`src/rtl/pcde_pkg.sv`:
```
`timescale 1ns / 1ps
package pcde_pkg;

	localparam int NSEG = 17;

	localparam logic [2:0] ACT_LINE   = 3'd0;
	localparam logic [2:0] ACT_SHAPE  = 3'd1;
	localparam logic [2:0] ACT_GLYPH  = 3'd2;
	localparam logic [2:0] ACT_BITMAP = 3'd3;
	localparam logic [2:0] ACT_FINISH = 3'd4;

	localparam logic [7:0] C_END     = 8'd193;
	localparam logic [7:0] C_FONT    = 8'd194;
	localparam logic [7:0] C_EXTENT  = 8'd196;
	localparam logic [7:0] C_SANGLE  = 8'd199;
	localparam logic [7:0] C_EANGLE  = 8'd200;
	localparam logic [7:0] C_MOVE    = 8'd201;
	localparam logic [7:0] C_XMOVE16 = 8'd202;
	localparam logic [7:0] C_YMOVE16 = 8'd203;
	localparam logic [7:0] C_XMOVE8  = 8'd204;
	localparam logic [7:0] C_YMOVE8  = 8'd205;
	localparam logic [7:0] C_PENSIZE = 8'd206;
	localparam logic [7:0] C_CORNER  = 8'd207;
	localparam logic [7:0] C_CAP     = 8'd208;
	localparam logic [7:0] C_LINE    = 8'd209;
	localparam logic [7:0] C_ESC     = 8'd219;
	localparam logic [7:0] C_BITMAP  = 8'd220;
	localparam logic [7:0] C_SHORT_X = 8'd160;

	// Stream segments in the order they appear within any command
	typedef enum logic [4:0] {
		SEG_PEN, SEG_CAP, SEG_MXY, SEG_MX, SEG_MY, SEG_EXT, SEG_CORNER,
		SEG_SANG, SEG_EANG, SEG_LINE, SEG_FONT, SEG_ESC, SEG_CHAR,
		SEG_BMP, SEG_SHAPE, SEG_END, SEG_FULL
	} seg_t;

	typedef enum logic [2:0] {
		ST_IDLE, ST_LOAD, ST_SREAD, ST_SCMP, ST_PREP, ST_EMIT
	} state_t;

	typedef struct packed {
		logic       load;
		logic       srch_rd;
		logic       srch_adv;
		logic       found_set;
		logic       commit;
		logic       emit;
		logic       last;
		seg_t       seg;
		logic [2:0] idx;
	} dp_cmd_t;

	typedef struct packed {
		logic            act_ok;
		logic            need_search;
		logic            srch_end;
		logic            srch_hit;
		logic            out_free;
		logic [NSEG-1:0] mask;
		logic [2:0]      seg_len;
	} dp_stat_t;

	function automatic logic [7:0] shape_code(input logic [2:0] kind);
		logic [7:0] c;
		case (kind)
			3'd0: c = 8'd210;
			3'd1: c = 8'd214;
			3'd2: c = 8'd212;
			3'd3: c = 8'd215;
			3'd4: c = 8'd211;
			3'd5: c = 8'd216;
			3'd6: c = 8'd213;
			default: c = 8'd217;
		endcase
		return c;
	endfunction

endpackage

```
`src/rtl/pcde_ram.sv`:
```
`timescale 1ns / 1ps
module pcde_ram #(
	parameter int WIDTH = 16,
	parameter int DEPTH = 16,
	localparam int AW = (DEPTH > 1) ? $clog2(DEPTH) : 1
) (
	input  logic             clk,
	input  logic             we,
	input  logic [AW-1:0]    waddr,
	input  logic [WIDTH-1:0] wdata,
	input  logic             re,
	input  logic [AW-1:0]    raddr,
	output logic [WIDTH-1:0] rdata
);

	logic [WIDTH-1:0] mem_q [DEPTH];
	logic [WIDTH-1:0] rdata_q;

	always_ff @(posedge clk) begin
		if (we) begin
			mem_q[waddr] <= wdata;
		end
		if (re) begin
			rdata_q <= mem_q[raddr];
		end
	end

	assign rdata = rdata_q;

endmodule

```
`src/rtl/pcde_ctrl.sv`:
```
`timescale 1ns / 1ps
module pcde_ctrl import pcde_pkg::*; (
	input  logic     clk,
	input  logic     arst_n,
	input  logic     cmd_valid,
	output logic     cmd_stall,
	input  dp_stat_t stat,
	output dp_cmd_t  cmd
);

	state_t     state_q, state_d;
	seg_t       seg_q, seg_d;
	logic [2:0] idx_q, idx_d;
	seg_t       first_seg, next_seg;
	logic       next_found;
	logic       last_byte;

	always_ff @(posedge clk or negedge arst_n) begin
		if (!arst_n) begin
			state_q <= ST_IDLE;
			seg_q   <= SEG_PEN;
			idx_q   <= 3'd0;
		end else begin
			state_q <= state_d;
			seg_q   <= seg_d;
			idx_q   <= idx_d;
		end
	end

	// lowest nonempty segment, and the lowest one after the current
	always_comb begin
		first_seg  = SEG_FULL;
		next_seg   = SEG_FULL;
		next_found = 1'b0;
		for (int i = NSEG - 1; i >= 0; i--) begin
			if (stat.mask[i]) begin
				first_seg = seg_t'(5'(i));
				if (5'(i) > seg_q) begin
					next_seg   = seg_t'(5'(i));
					next_found = 1'b1;
				end
			end
		end
	end

	assign last_byte = (idx_q == stat.seg_len - 3'd1);

	always_comb begin
		state_d   = state_q;
		seg_d     = seg_q;
		idx_d     = idx_q;
		cmd       = '0;
		cmd.seg   = seg_q;
		cmd.idx   = idx_q;
		cmd_stall = (state_q != ST_IDLE);
		case (state_q)
			ST_IDLE: begin
				if (cmd_valid) begin
					cmd.load = 1'b1;
					state_d  = ST_LOAD;
				end
			end
			ST_LOAD: begin
				if (!stat.act_ok) begin
					state_d = ST_IDLE;
				end else if (stat.need_search) begin
					state_d = ST_SREAD;
				end else begin
					state_d = ST_PREP;
				end
			end
			ST_SREAD: begin
				if (stat.srch_end) begin
					state_d = ST_PREP;
				end else begin
					cmd.srch_rd = 1'b1;
					state_d     = ST_SCMP;
				end
			end
			ST_SCMP: begin
				if (stat.srch_hit) begin
					cmd.found_set = 1'b1;
					state_d       = ST_PREP;
				end else begin
					cmd.srch_adv = 1'b1;
					state_d      = ST_SREAD;
				end
			end
			ST_PREP: begin
				seg_d   = first_seg;
				idx_d   = 3'd0;
				state_d = ST_EMIT;
			end
			ST_EMIT: begin
				if (stat.out_free) begin
					cmd.emit = 1'b1;
					cmd.last = last_byte && !next_found;
					if (!last_byte) begin
						idx_d = idx_q + 3'd1;
					end else if (next_found) begin
						seg_d = next_seg;
						idx_d = 3'd0;
					end else begin
						cmd.commit = (seg_q != SEG_FULL);
						state_d    = ST_IDLE;
					end
				end
			end
			default: begin
				state_d = ST_IDLE;
			end
		endcase
	end

endmodule

```
`src/rtl/pcde_dp.sv`:
```
`timescale 1ns / 1ps
module pcde_dp import pcde_pkg::*; #(
	parameter int FONT_SLOTS   = 16,
	parameter int BITMAP_SLOTS = 64
) (
	input  logic               clk,
	input  logic               arst_n,
	input  dp_cmd_t            cmd,
	output dp_stat_t           stat,
	input  logic [2:0]         action,
	input  logic signed [15:0] pos_x,
	input  logic signed [15:0] pos_y,
	input  logic signed [15:0] extent_x,
	input  logic signed [15:0] extent_y,
	input  logic signed [8:0]  pen_size,
	input  logic [7:0]         line_cap,
	input  logic [2:0]         shape_kind,
	input  logic signed [15:0] param_a,
	input  logic signed [15:0] param_b,
	input  logic [15:0]        object_id,
	input  logic               byte_stall,
	output logic               byte_valid,
	output logic [7:0]         out_byte,
	output logic               last,
	output logic               table_full
);

	localparam int FCW = $clog2(FONT_SLOTS + 1);
	localparam int BCW = $clog2(BITMAP_SLOTS + 1);
	localparam int FAW = (FONT_SLOTS > 1) ? $clog2(FONT_SLOTS) : 1;
	localparam int BAW = (BITMAP_SLOTS > 1) ? $clog2(BITMAP_SLOTS) : 1;
	localparam int SW  = (FCW > BCW) ? FCW : BCW;

	// latched command
	logic [2:0]  act_q, kind_q;
	logic [15:0] px_q, py_q, ex_q, ey_q, pa_q, pb_q, key_q;
	logic [8:0]  psz_q;
	logic [7:0]  cap_q;

	// drawing state
	logic [15:0] lpx_q, lpy_q, lex_q, ley_q, lcx_q, lcy_q, lsa_q, lea_q, fkey_q;
	logic [7:0]  lpen_q, lcap_q;
	logic        fvalid_q;
	logic [FCW-1:0] fcount_q;
	logic [BCW-1:0] bcount_q;

	// key search
	logic [SW-1:0] srch_q, fix_q;
	logic          found_q;
	logic [15:0]   font_rd, bmp_rd;

	logic ov_q, ol_q, of_q;
	logic [7:0] ob_q;

	logic is_line, is_shape, is_glyph, is_bmp, is_fin, moves;
	logic need_font, full;
	logic [15:0] dx, dy, rx, ry;
	logic x_short, x_byte, y_byte;
	logic [7:0] font_ix, bmp_ix, ch;
	logic [2:0] len_a [NSEG];
	logic [7:0] seg_bytes [5];
	logic font_we, bmp_we;

	assign is_line  = (act_q == ACT_LINE);
	assign is_shape = (act_q == ACT_SHAPE);
	assign is_glyph = (act_q == ACT_GLYPH);
	assign is_bmp   = (act_q == ACT_BITMAP);
	assign is_fin   = (act_q == ACT_FINISH);
	assign moves    = is_line | is_shape | is_glyph | is_bmp;

	assign need_font = !(fvalid_q && (fkey_q == key_q));
	assign full = (is_glyph && need_font && !found_q && (fcount_q == FCW'(FONT_SLOTS)))
		|| (is_bmp && !found_q && (bcount_q == BCW'(BITMAP_SLOTS)));

	assign dx = px_q - lpx_q;
	assign dy = py_q - lpy_q;
	assign rx = ex_q - px_q;
	assign ry = ey_q - py_q;
	assign x_short = (&dx[15:5]) | ~(|dx[15:5]);
	assign x_byte  = (&dx[15:7]) | ~(|dx[15:7]);
	assign y_byte  = (&dy[15:7]) | ~(|dy[15:7]);
	assign ch      = pa_q[7:0];
	assign font_ix = found_q ? 8'(fix_q) : 8'(fcount_q);
	assign bmp_ix  = found_q ? 8'(fix_q) : 8'(bcount_q);

	// segment lengths; a full table leaves only the error result
	always_comb begin
		for (int i = 0; i < NSEG; i++) begin
			len_a[i] = 3'd0;
		end
		if (full) begin
			len_a[SEG_FULL] = 3'd1;
		end else begin
			if ((is_line && psz_q[7:0] != lpen_q)
				|| (is_shape && !psz_q[8] && psz_q[7:0] != lpen_q)) begin
				len_a[SEG_PEN] = 3'd2;
			end
			if (is_line && cap_q != lcap_q) begin
				len_a[SEG_CAP] = 3'd2;
			end
			if (moves && dx != 16'd0 && dy != 16'd0) begin
				len_a[SEG_MXY] = 3'd5;
			end
			if (moves && dx != 16'd0 && dy == 16'd0) begin
				len_a[SEG_MX] = x_short ? 3'd1 : (x_byte ? 3'd2 : 3'd3);
			end
			if (moves && dy != 16'd0 && dx == 16'd0) begin
				len_a[SEG_MY] = y_byte ? 3'd2 : 3'd3;
			end
			if ((is_shape || is_bmp) && (ex_q != lex_q || ey_q != ley_q)) begin
				len_a[SEG_EXT] = 3'd5;
			end
			if (is_shape && kind_q[2:1] == 2'b10 && (pa_q != lcx_q || pb_q != lcy_q)) begin
				len_a[SEG_CORNER] = 3'd5;
			end
			if (is_shape && kind_q[2:1] == 2'b11 && pa_q != lsa_q) begin
				len_a[SEG_SANG] = 3'd3;
			end
			if (is_shape && kind_q[2:1] == 2'b11 && pb_q != lea_q) begin
				len_a[SEG_EANG] = 3'd3;
			end
			if (is_line) begin
				len_a[SEG_LINE] = 3'd5;
			end
			if (is_glyph && need_font) begin
				len_a[SEG_FONT] = 3'd2;
			end
			if (is_glyph && ch[7]) begin
				len_a[SEG_ESC] = 3'd1;
			end
			if (is_glyph) begin
				len_a[SEG_CHAR] = 3'd1;
			end
			if (is_bmp) begin
				len_a[SEG_BMP] = 3'd2;
			end
			if (is_shape) begin
				len_a[SEG_SHAPE] = 3'd1;
			end
			if (is_fin) begin
				len_a[SEG_END] = 3'd1;
			end
		end
	end

	always_comb begin
		for (int i = 0; i < 5; i++) begin
			seg_bytes[i] = 8'd0;
		end
		case (cmd.seg)
			SEG_PEN: begin
				seg_bytes[0] = C_PENSIZE;
				seg_bytes[1] = psz_q[7:0];
			end
			SEG_CAP: begin
				seg_bytes[0] = C_CAP;
				seg_bytes[1] = cap_q;
			end
			SEG_MXY: begin
				seg_bytes[0] = C_MOVE;
				seg_bytes[1] = dx[15:8];
				seg_bytes[2] = dx[7:0];
				seg_bytes[3] = dy[15:8];
				seg_bytes[4] = dy[7:0];
			end
			SEG_MX: begin
				if (x_short) begin
					seg_bytes[0] = C_SHORT_X + dx[7:0];
				end else if (x_byte) begin
					seg_bytes[0] = C_XMOVE8;
					seg_bytes[1] = dx[7:0];
				end else begin
					seg_bytes[0] = C_XMOVE16;
					seg_bytes[1] = dx[15:8];
					seg_bytes[2] = dx[7:0];
				end
			end
			SEG_MY: begin
				if (y_byte) begin
					seg_bytes[0] = C_YMOVE8;
					seg_bytes[1] = dy[7:0];
				end else begin
					seg_bytes[0] = C_YMOVE16;
					seg_bytes[1] = dy[15:8];
					seg_bytes[2] = dy[7:0];
				end
			end
			SEG_EXT: begin
				seg_bytes[0] = C_EXTENT;
				seg_bytes[1] = ex_q[15:8];
				seg_bytes[2] = ex_q[7:0];
				seg_bytes[3] = ey_q[15:8];
				seg_bytes[4] = ey_q[7:0];
			end
			SEG_CORNER: begin
				seg_bytes[0] = C_CORNER;
				seg_bytes[1] = pa_q[15:8];
				seg_bytes[2] = pa_q[7:0];
				seg_bytes[3] = pb_q[15:8];
				seg_bytes[4] = pb_q[7:0];
			end
			SEG_SANG: begin
				seg_bytes[0] = C_SANGLE;
				seg_bytes[1] = pa_q[15:8];
				seg_bytes[2] = pa_q[7:0];
			end
			SEG_EANG: begin
				seg_bytes[0] = C_EANGLE;
				seg_bytes[1] = pb_q[15:8];
				seg_bytes[2] = pb_q[7:0];
			end
			SEG_LINE: begin
				seg_bytes[0] = C_LINE;
				seg_bytes[1] = rx[15:8];
				seg_bytes[2] = rx[7:0];
				seg_bytes[3] = ry[15:8];
				seg_bytes[4] = ry[7:0];
			end
			SEG_FONT: begin
				seg_bytes[0] = C_FONT;
				seg_bytes[1] = font_ix;
			end
			SEG_ESC:   seg_bytes[0] = C_ESC;
			SEG_CHAR:  seg_bytes[0] = ch;
			SEG_BMP: begin
				seg_bytes[0] = C_BITMAP;
				seg_bytes[1] = bmp_ix;
			end
			SEG_SHAPE: seg_bytes[0] = shape_code(kind_q);
			SEG_END:   seg_bytes[0] = C_END;
			default:   seg_bytes[0] = 8'd0;
		endcase
	end

	always_comb begin
		stat.act_ok      = moves | is_fin;
		stat.need_search = is_bmp || (is_glyph && need_font);
		stat.srch_end    = is_glyph ? (srch_q >= SW'(fcount_q)) : (srch_q >= SW'(bcount_q));
		stat.srch_hit    = (is_glyph ? font_rd : bmp_rd) == key_q;
		stat.out_free    = !ov_q || !byte_stall;
		stat.seg_len     = len_a[cmd.seg];
		for (int i = 0; i < NSEG; i++) begin
			stat.mask[i] = (len_a[i] != 3'd0);
		end
	end

	always_ff @(posedge clk) begin
		if (cmd.load) begin
			act_q  <= action;
			px_q   <= pos_x;
			py_q   <= pos_y;
			ex_q   <= extent_x;
			ey_q   <= extent_y;
			psz_q  <= pen_size;
			cap_q  <= line_cap;
			kind_q <= shape_kind;
			pa_q   <= param_a;
			pb_q   <= param_b;
			key_q  <= object_id;
		end
		if (cmd.found_set) begin
			fix_q <= srch_q;
		end
		if (cmd.emit) begin
			ob_q <= seg_bytes[cmd.idx];
			ol_q <= cmd.last;
			of_q <= (cmd.seg == SEG_FULL);
		end
	end

	always_ff @(posedge clk or negedge arst_n) begin
		if (!arst_n) begin
			lpx_q    <= '0;
			lpy_q    <= '0;
			lex_q    <= '0;
			ley_q    <= '0;
			lcx_q    <= '0;
			lcy_q    <= '0;
			lsa_q    <= '0;
			lea_q    <= '0;
			lpen_q   <= 8'd1;
			lcap_q   <= '0;
			fkey_q   <= '0;
			fvalid_q <= 1'b0;
			fcount_q <= '0;
			bcount_q <= '0;
			srch_q   <= '0;
			found_q  <= 1'b0;
			ov_q     <= 1'b0;
		end else begin
			if (cmd.load) begin
				srch_q  <= '0;
				found_q <= 1'b0;
			end else if (cmd.srch_adv) begin
				srch_q <= srch_q + SW'(1);
			end
			if (cmd.found_set) begin
				found_q <= 1'b1;
			end
			if (cmd.emit) begin
				ov_q <= 1'b1;
			end else if (!byte_stall) begin
				ov_q <= 1'b0;
			end
			if (cmd.commit) begin
				if (is_line || (is_shape && !psz_q[8])) begin
					lpen_q <= psz_q[7:0];
				end
				if (is_line) begin
					lcap_q <= cap_q;
					lpx_q  <= ex_q;
					lpy_q  <= ey_q;
				end
				if (is_shape || is_bmp) begin
					lpx_q <= px_q;
					lpy_q <= py_q;
					lex_q <= ex_q;
					ley_q <= ey_q;
				end
				if (is_shape && kind_q[2:1] == 2'b10) begin
					lcx_q <= pa_q;
					lcy_q <= pb_q;
				end
				if (is_shape && kind_q[2:1] == 2'b11) begin
					lsa_q <= pa_q;
					lea_q <= pb_q;
				end
				if (is_glyph) begin
					lpx_q    <= px_q + pb_q;
					lpy_q    <= py_q;
					fkey_q   <= key_q;
					fvalid_q <= 1'b1;
				end
				if (font_we) begin
					fcount_q <= fcount_q + FCW'(1);
				end
				if (bmp_we) begin
					bcount_q <= bcount_q + BCW'(1);
				end
			end
		end
	end

	assign font_we = cmd.commit && is_glyph && need_font && !found_q;
	assign bmp_we  = cmd.commit && is_bmp && !found_q;

	pcde_ram #(.WIDTH(16), .DEPTH(FONT_SLOTS)) u_font_ram (
		.clk   (clk),
		.we    (font_we),
		.waddr (fcount_q[FAW-1:0]),
		.wdata (key_q),
		.re    (cmd.srch_rd && is_glyph),
		.raddr (srch_q[FAW-1:0]),
		.rdata (font_rd)
	);

	pcde_ram #(.WIDTH(16), .DEPTH(BITMAP_SLOTS)) u_bmp_ram (
		.clk   (clk),
		.we    (bmp_we),
		.waddr (bcount_q[BAW-1:0]),
		.wdata (key_q),
		.re    (cmd.srch_rd && is_bmp),
		.raddr (srch_q[BAW-1:0]),
		.rdata (bmp_rd)
	);

	assign byte_valid = ov_q;
	assign out_byte   = ob_q;
	assign last       = ol_q;
	assign table_full = of_q;

endmodule

```
`src/rtl/picture_command_delta_encoder.sv`:
```
`timescale 1ns / 1ps
// Channel   Handshake              Payload
// command   cmd_valid / cmd_stall   action .. object_id, one drawing command
// stream    byte_valid / byte_stall out_byte, last, table_full, one byte
//
// A command passes accept, load and setup; a glyph with a new font or a
// bitmap adds a search of its key table (shared key search over a
// registered-read RAM, a read then a compare per entry), which ends at the
// fill count when the key is not found; then bytes are emitted, one per cycle
// while the stream does not stall. An ignored action code returns to idle
// after load. One output register carries the stream; a stall there holds
// the byte emitter. cmd_stall is high while a command is in flight.
// Reset clears all drawing state and the table fill counts; the key tables
// need no clearing pass since entries are only read below the fill count.
module picture_command_delta_encoder import pcde_pkg::*; #(
	parameter int FONT_SLOTS   = 16,
	parameter int BITMAP_SLOTS = 64
) (
	input  logic               clk,
	input  logic               arst_n,
	input  logic               cmd_valid,
	output logic               cmd_stall,
	input  logic [2:0]         action,
	input  logic signed [15:0] pos_x,
	input  logic signed [15:0] pos_y,
	input  logic signed [15:0] extent_x,
	input  logic signed [15:0] extent_y,
	input  logic signed [8:0]  pen_size,
	input  logic [7:0]         line_cap,
	input  logic [2:0]         shape_kind,
	input  logic signed [15:0] param_a,
	input  logic signed [15:0] param_b,
	input  logic [15:0]        object_id,
	output logic               byte_valid,
	input  logic               byte_stall,
	output logic [7:0]         out_byte,
	output logic               last,
	output logic               table_full
);

	// controller sequences load, key search and segment emission;
	// datapath holds the command, drawing state, tables and output register
	dp_cmd_t  cmd;
	dp_stat_t stat;

	pcde_ctrl u_ctrl (
		.clk       (clk),
		.arst_n    (arst_n),
		.cmd_valid (cmd_valid),
		.cmd_stall (cmd_stall),
		.stat      (stat),
		.cmd       (cmd)
	);

	pcde_dp #(
		.FONT_SLOTS   (FONT_SLOTS),
		.BITMAP_SLOTS (BITMAP_SLOTS)
	) u_dp (
		.clk        (clk),
		.arst_n     (arst_n),
		.cmd        (cmd),
		.stat       (stat),
		.action     (action),
		.pos_x      (pos_x),
		.pos_y      (pos_y),
		.extent_x   (extent_x),
		.extent_y   (extent_y),
		.pen_size   (pen_size),
		.line_cap   (line_cap),
		.shape_kind (shape_kind),
		.param_a    (param_a),
		.param_b    (param_b),
		.object_id  (object_id),
		.byte_stall (byte_stall),
		.byte_valid (byte_valid),
		.out_byte   (out_byte),
		.last       (last),
		.table_full (table_full)
	);

	// a table-full error is a lone zero byte that closes the command
	a_full_alone: assert property (@(posedge clk) disable iff (!arst_n)
		byte_valid && table_full |-> last && out_byte == 8'd0)
		else $error("table_full result malformed");

	// an accepted command always holds off the next one
	a_busy_after_accept: assert property (@(posedge clk) disable iff (!arst_n)
		cmd_valid && !cmd_stall |=> cmd_stall)
		else $error("command channel not held after accept");

	// a table-full result never comes alongside a command commit
	a_no_commit_on_full: assert property (@(posedge clk) disable iff (!arst_n)
		cmd.commit |-> cmd.seg != SEG_FULL)
		else $error("state committed on table-full command");

endmodule

```
`config.mk`:
```
export PLATFORM = sky130hd
export DESIGN_NAME = picture_command_delta_encoder
export DESIGN_NICKNAME = d
export VERILOG_FILES = /design/src/rtl/pcde_pkg.sv /design/src/rtl/pcde_ram.sv /design/src/rtl/pcde_ctrl.sv /design/src/rtl/pcde_dp.sv /design/src/rtl/picture_command_delta_encoder.sv
export SDC_FILE = /design/constraint.sdc
export NUM_CORES = 2
export LEC_CHECK = 0
export ABC_CLOCK_PERIOD_IN_PS = 8300
export BUFFER_PORTS_ARGS = -buffer_cell sky130_fd_sc_hd__buf_2
export CAP_MARGIN = 5
export CORE_MARGIN = 1
export CORE_UTILIZATION = 49
export DETAILED_ROUTE_END_ITERATION = 8
export PLACE_DENSITY = 0.67
export SYNTH_ARGS = -nofsm -noshare
export SYNTH_HDL_FRONTEND = slang
export SYNTH_SLANG_ARGS = --single-unit
```
`constraint.sdc`:
```
create_clock -name clk -period 8.3 [get_ports clk]
set_clock_uncertainty 0.1 [all_clocks]
set_input_delay 1.245 -clock clk [delete_from_list [all_inputs] [get_ports clk]]
set_output_delay 1.245 -clock clk [all_outputs]
set_load 0.02 [all_outputs]
```
# Yosys cells after proc, flatten, opt, wreduce, memory -nomap -nowiden

Memory sizes are Yosys's and may differ from the RTL's. A register that Yosys moved wholly into a read port is not among the register bits.
Index checks and enable logic that the tools add are counted.
Widths: inputs -> output; s select.

Register bits: 345
RAM bits: 1280
Bits of input ports: 139
Output and inout bits: 12
Word-level logic and storage cells: 397
Memories kept: 2

$add $sub $neg: 11
$lt $le $gt $ge: 21
Equality and inequality tests: 54
Multiplexer cells: 168
Bitwise operators: 12
Reduce and logical (&&, ||, !) cells: 94

Memories:

| memory                | depth | width | rd ports | clocked after memory_dff | wr ports | RTL line       | RTL |
|---|---|---|---|---|---|---|---|
| u_dp.u_bmp_ram.mem_q  | 64    | 16    | 1        | 1                        | 1        | pcde_ram.sv:16 | `logic [WIDTH-1:0] mem_q [DEPTH];` |
| u_dp.u_font_ram.mem_q | 16    | 16    | 1        | 1                        | 1        | pcde_ram.sv:16 |  |

Operator list:

| operator           | count |
|---|---|
| $mux 5             | 51 |
| $mux 16            | 8 |
| $pmux 8 s16        | 1 |
| $ne 16x16->1       | 6 |
| $pmux 8 s11        | 1 |
| $mux 3             | 22 |
| $pmux 16 s4        | 1 |
| $sub 16x16->16     | 4 |
| $mux 1             | 58 |
| $reduce_bool 3->1  | 19 |
| $pmux 8 s7         | 1 |
| $mux 48            | 1 |
| $eq 5x4->1 const B | 8 |
| $gt 4x5->1 const A | 8 |
| $mux 8             | 5 |
| $eq 16x16->1       | 2 |
| $logic_not 16->1   | 2 |
| $reduce_bool 16->1 | 2 |
| $logic_and 1x1->1  | 30 |
| $mux 7             | 4 |
| $pmux 4 s7         | 1 |
| $bmux 8 s3         | 1 |
| $mux 11            | 2 |
| $eq 5x3->1 const B | 4 |
| other kinds (50)   | 118 |

# Longest topological paths before layout

Depth in word-level cells: 51
Depth in mapped cells: 26
Gate-level depth less buffers: 23

# Modules after synthesis

A second synthesis with hierarchy kept.

Cells, all modules: 4437
Area, all modules: 72425.7 um^2

By module, submodules not included:

| module                      | instances | cells an instance | area each (um^2) | sequential area each (um^2) |
|---|---|---|---|---|
| pcde_ram at u_dp.u_bmp_ram  | 1         | 1828              | 40184.8          | 31230.0 |
| pcde_dp                     | 1         | 2002              | 20643.5          | 9120.0 |
| pcde_ram at u_dp.u_font_ram | 1         | 432               | 10203.5          | 8167.8 |
| pcde_ctrl                   | 1         | 175               | 1393.8           | 275.3 |

# Worst setup path after synthesis

Ideal clock, no wire load.

Path kind: reg-to-reg
Start point: register u_dp.px_q[0]
End point: memory u_dp.u_font_ram.mem_q[5][0] (enable)
Setup time: 0.436 ns
Arrival: 7.600 ns
Required time: 7.764 ns
Setup slack: 0.163 ns
Stages on the path, launching flop included: 27
Path buffers: 3
Clock period less this slack: 8.137 ns
Cells stage by stage: edfxtp_1 > inv_1 > ha_1 > inv_1 > fa_1 > a21o_1 > a21oi_1 > o211a_1 > o311ai_0 > a211o_1 > or4b_2 > nor4_2 > a221oi_1 > a41oi_1 > a31oi_4 > inv_1 > ha_1 > xor2_1 > nand2b_1 > mux2i_1 > nand2b_1 > buf_2 > nor2_1 > clkbuf_1 > nand4_1 > clkbuf_1 > nor4b_1

Cells in the longest elaborated chain, start to end: 25
Elaborated cells between the ends (all ways): 47
Classes of those cells: add/sub (2); eq/ne (1); mux (24); bitwise (4); reduce/logical (16)

Ends and longest elaborated chain:

| what                                                                | RTL line        | RTL |
|---|---|---|
| from (decl)                                                         | pcde_dp.sv:36   | `logic [15:0] px_q, py_q, ex_q, ey_q, pa_q, pb_q, key_q;` |
| from (signal assigned)                                              | pcde_dp.sv:250  | `px_q <= pos_x;` |
| $sub 16x16->16 *                                                    | pcde_dp.sv:75   | `assign dx = px_q - lpx_q;` |
| $reduce_or 9->1                                                     | pcde_dp.sv:80   | `assign x_byte = (&dx[15:7]) \| ~(\|dx[15:7]);` |
| $not 1->1                                                           | pcde_dp.sv:80   |  |
| $or 1x1->1                                                          | pcde_dp.sv:80   |  |
| $mux 1                                                              | pcde_dp.sv:105  | `len_a[SEG_MX] = x_short ? 3'd1 : (x_byte ? 3'd2 : 3'd3);` |
| $mux 3                                                              | pcde_dp.sv:105  |  |
| $mux 3                                                              | pcde_dp.sv:104  | `if (moves && dx != 16'd0 && dy == 16'd0) begin` |
| $mux 48 *                                                           | pcde_dp.sv:91   | `if (full) begin` |
| parallel branches: the longest is 9 deep, another holds $sub 3x1->3 | -               |  |
| $mux 1 *                                                            | pcde_ctrl.sv:98 | `if (!last_byte) begin` |
| $mux 3 *                                                            | pcde_ctrl.sv:95 | `if (stat.out_free) begin` |
| $mux 3 *                                                            | pcde_ctrl.sv:56 | `case (state_q)` |
| $logic_and 1x1->1 * (3 in series)                                   | pcde_dp.sv:344  | `assign font_we = cmd.commit && is_glyph && need_font && !found_q;` |
| $mux 1 *                                                            | pcde_ram.sv:20  | `if (we) begin` |
| $mux 1 (implied by the code) *                                      | pcde_ram.sv:21  | `mem_q[waddr] <= wdata;` |
| to (decl)                                                           | pcde_ram.sv:16  |  |

Every way passes the cells marked *. The select of a mux whose other input is x is not followed.

# Worst setup path in the final report

Start point: register u_dp.px_q[0]
End point: memory u_dp.u_bmp_ram.mem_q[10][4] (enable)

Cells in the longest elaborated chain, start to end: 24
Elaborated cells between the ends (all ways): 46
Classes of those cells: add/sub (2); eq/ne (1); mux (24); bitwise (4); reduce/logical (15)

Ends and longest elaborated chain:

| what                                                                | RTL line        | RTL |
|---|---|---|
| $sub 16x16->16 *                                                    | pcde_dp.sv:75   |  |
| $reduce_or 9->1                                                     | pcde_dp.sv:80   |  |
| $not 1->1                                                           | pcde_dp.sv:80   |  |
| $or 1x1->1                                                          | pcde_dp.sv:80   |  |
| $mux 1                                                              | pcde_dp.sv:105  |  |
| $mux 3                                                              | pcde_dp.sv:105  |  |
| $mux 3                                                              | pcde_dp.sv:104  |  |
| $mux 48 *                                                           | pcde_dp.sv:91   |  |
| parallel branches: the longest is 9 deep, another holds $sub 3x1->3 | -               |  |
| $mux 1 *                                                            | pcde_ctrl.sv:98 |  |
| $mux 3 *                                                            | pcde_ctrl.sv:95 |  |
| $mux 3 *                                                            | pcde_ctrl.sv:56 |  |
| $logic_and 1x1->1 * (2 in series)                                   | pcde_dp.sv:345  | `assign bmp_we = cmd.commit && is_bmp && !found_q;` |
| $mux 1 *                                                            | pcde_ram.sv:20  |  |
| $mux 1 (implied by the code) *                                      | pcde_ram.sv:21  |  |
| to (decl)                                                           | pcde_ram.sv:16  |  |

Marked as above.

==> key figures <==
Status
  • Outcome: finished clean

Timing
  • Slew HR: 0.161
  • Sum Neg Setup Slack: 0 ns
  • Tmin final: slightly below 8 ns
  • Final setup fails: 0
  • Pin slew with the least headroom to its limit: 1.25 ns
  • Fmax: ~0.13 GHz
  • Final hold vios: 0
  • RSZ-0062 raised after global routing: false
  • Max-slew violation count: 0
  • Final Cycle Share: 0.947

Logic synthesis
  • EDFF count, synth: 1464
  • Ys Warns: 0
  • Syn Inst Count: between 4000 and 5000
  • Synth Net Count: ~4300
  • Top_reg_cell synth: edfxtp_1
  • Asr flop ratio synth: 0.116
  • Synth Cell Area: around 0.07 mm^2
  • Post-synth cell types: 86
  • Synthesized area per cell: 17.8 um^2
  • Post-synthesis register bit count: 1657
  • Sequential share of the synthesized area: 0.683

Critical path
  • Worst setup path class: reg2reg
  • CP endpoint kind: flop
  • CP startpoint kind: flop
  • Crit path max-delay family: simple AND/OR/NAND/NOR gates
  • CP Max Fanout: 12
  • CP required: ~8.7 ns
  • Crit-path cells: inv_1 -> ha_1 -> inv_1 -> fa_1 -> a21o_1 -> a21oi_1 -> o211a_1 -> o311ai_0 -> a211o_1 -> or4b_2 -> nor4_2 -> a22oi_1 -> a41o_1 -> nand4_1 -> ha_1 -> xor2_1 -> nand2b_1 -> mux2i_1 -> nand2b_1 -> nor2_1 -> buf_4 -> or4b_1 -> nor2_1 -> buf_4
  • Slowest-stage cell, CP: or4b_1
  • WP data arrival: 8.27 ns
  • Crit path buf inv count: 4
  • Max incr delay on CP: a little over 0.7 ns

CTS
  • CTS tree: done
  • Clock Path Buffers: 3
  • Clock transition at path regs: 0.06 ns
  • Post-CTS Resized: 0
  • Clk root buf: clkbuf_16
  • Setup bufs post-CTS: 0
  • Hold Buf Count CTS: 0
  • Clock sink count: between 1500 and 2000
  • H-tree depth: 4
  • CTS Buf Count: about 170
  • Worst skew pair latency: 0.81 ns

Placement
  • Dpl hpwl: approximately 130000 um
  • PortBufs: 150
  • RePlAce Congestion: 1.02
  • Dpl cells: just over 6000

Power
  • Net Sw Frac: 0.313
  • Combinational share of power: 0.291
  • Pwr/cell area: 307 mW/mm^2
  • Clock power frac: 0.311
  • Pint: around 17 mW
  • Max rail drop VDD: roughly 0.28 mV
  • Psw: ~7.8 mW
  • Sequential power share: 0.398
  • LEAKAGE: 27.4 nW

Route
  • Vias/cell: 6.31
  • ANT nets after route: 0
  • 1st-iter DRT viols: ~4800
  • Total routed wirelength: just under 200000 um
  • # DRC: 0
  • Routed wire per std cell: just over 30 um
  • DRT Pass-1 Iters: 9
  • DR vias: approximately 40000

Cells and area
  • Area grow syn2layout: 13.7%
  • Reg with most FFs: u_dp.u_bmp_ram.mem_q
  • Leading registers by flop count: u_dp.u_bmp_ram.mem_q: 1024 flops, u_dp.u_font_ram.mem_q: 256 flops
  • Nets: between 4000 and 5000
  • Share of post-route cells with drive strength above 1: 0.267
  • Max reg flops: around 1000
  • Final cell count without fillers: about 6400

Floorplanning
  • Rows: between 100 and 150
  • Full die area: between 0.1 and 0.15 mm^2
  • CORE AREA: 0.144 mm^2
  • Die width: roughly 380 um
  • Initial core utilization: 0.496
  • Number of I/O pins: 151
  • Die height: 384 um

Global routing
  • Vias in the first global route: 39500
  • Total grt overflow: 0
  • Tot GR Track Use: 0.265
  • Largest net degree at the start of global routing: 110
  • Initial antenna violation count: 7
  • Global-route wire length before repair: 281000 um

Run
  • Max Cap Viol: 0

Worst hold path
  • Hold Crit Class: in2async
-- power by group through the flow --
| stage | clock, mW | combinational [mW] | sequential [mW] |
|---|---|---|---|
| 2_1_floorplan | 0 | 4.98 | 9.85 |
| 3_3_place_gp | 0 | 7.18 | 10.1 |
| 3_5_place_dp | 0 | 7.19 | 10.1 |
| 4_1_cts | 7.90 | 7.23 | 9.93 |
| 5_1_grt | 8.21 | 7.61 | 9.98 |
| 6_report | 7.76 | 7.25 | 9.93 |
-- per-layer routing --
layer  wire length (um)  GRT usage  vias to the layer above  part of all wire
li1                   -          -                    16900                 -
met4               8580      0.112                        6             0.044
met3              16000     0.0468                      402             0.083
met5                 40          0                        -           0.00021
met1              78800      0.374                    20900              0.41
met2              90500      0.410                     2069              0.47
-- cells in the mapped netlist (all sizes together), types with 32 or more instances --
| master | count | area share |
|---|---|---|
| xnor2 | 164 | 0.020 |
| nand2 | 120 | 0.0063 |
| nor2 | 177 | 0.0093 |
| xor2 | 66 | 0.0081 |
| buf | 61 | 0.0036 |
| ha | 98 | 0.017 |
| mux2 | 150 | 0.024 |
| inv | 111 | 0.0058 |
| o21ai | 102 | 0.0071 |
| nand3 | 61 | 0.0043 |
| a222oi | 32 | 0.0045 |
| nand4 | 40 | 0.0035 |
| dfrtp | 192 | 0.067 |
| clkbuf | 137 | 0.0072 |
| mux4 | 416 | 0.13 |
| nor3 | 52 | 0.0036 |
| nor4 | 47 | 0.0050 |
| a21oi | 97 | 0.0068 |
| edfxtp | 1464 | 0.62 |
| mux2i | 54 | 0.0076 |
-- cell type report --
class	instances	area (um^2)
diodes	1	2.50
clock buffers	203	4440
clock inverters	108	1270
fillers	11000	62900
inverters	112	420
multi-input cells	2056	21700
flip-flops and latches	1657	48800
well taps	1903	2380
repair buffers	347	2290
-- cells by family after synthesis --
group	Yosys count	synth area share
AOI/OAI and AO/OA	475	0.0457
xor gates and xnor gates	230	0.0283
adders and majority gates	103	0.0186
buffers and inverters	310	0.0167
DFF	1657	0.683
muxes	620	0.163
and+or+nand+nor	628	0.0451
-- worst paths after layout --
kind,startpoint,end,slack [ns],cells past startpoint
worst max-delay path,u_dp.px_q[0],u_dp.u_bmp_ram.mem_q[10][4],0.44,24
worst min-delay path,arst_n,u_dp.lpx_q[5],0.30,1
worst max register to register,u_dp.px_q[0],u_dp.u_bmp_ram.mem_q[10][4],0.44,24
worst min register to register,u_dp.fvalid_q,u_dp.fvalid_q,0.39,1
max in group asynchronous,arst_n,u_dp.lcx_q[0],6.32,2
min in group clk,u_dp.fvalid_q,u_dp.fvalid_q,0.39,1
-- cells in the final DEF, fill, tap and decap left out, types with 28 or more instances in the layout --
cell type  count
mux4_2       416
xnor2_1      163
mux2_2       110
nor3_1        47
a22oi_1       29
mux2_1        32
a21oi_1       97
o21ai_0      101
nand2_1      120
mux2i_1       54
xor2_1        66
nor2_1       175
nand4_1       40
clkbuf_1      28
buf_2        149
nor4_1        28
clkbuf_16    171
inv_1        111
nand3_1       61
a222oi_1      32
dfrtp_1      188
ha_1          98
edfxtp_1    1464
buf_4        193
-- metrics by stage --
stage	power, mW	hold slack, ns	instance area (um^2)	utilization	setup slack [ns]
after floorplan	14.8	0.339	71500	-	0.163
after global placement	17.3	0.352	75600	0.524	0.734
after detailed placement	17.3	0.372	75600	0.524	0.606
after CTS	25.1	0.282	81300	0.564	0.593
after global routing	25.8	0.305	81300	0.564	0.0807
final	24.9	0.297	81300	0.564	0.440
Power figures use the tool's default switching activity.
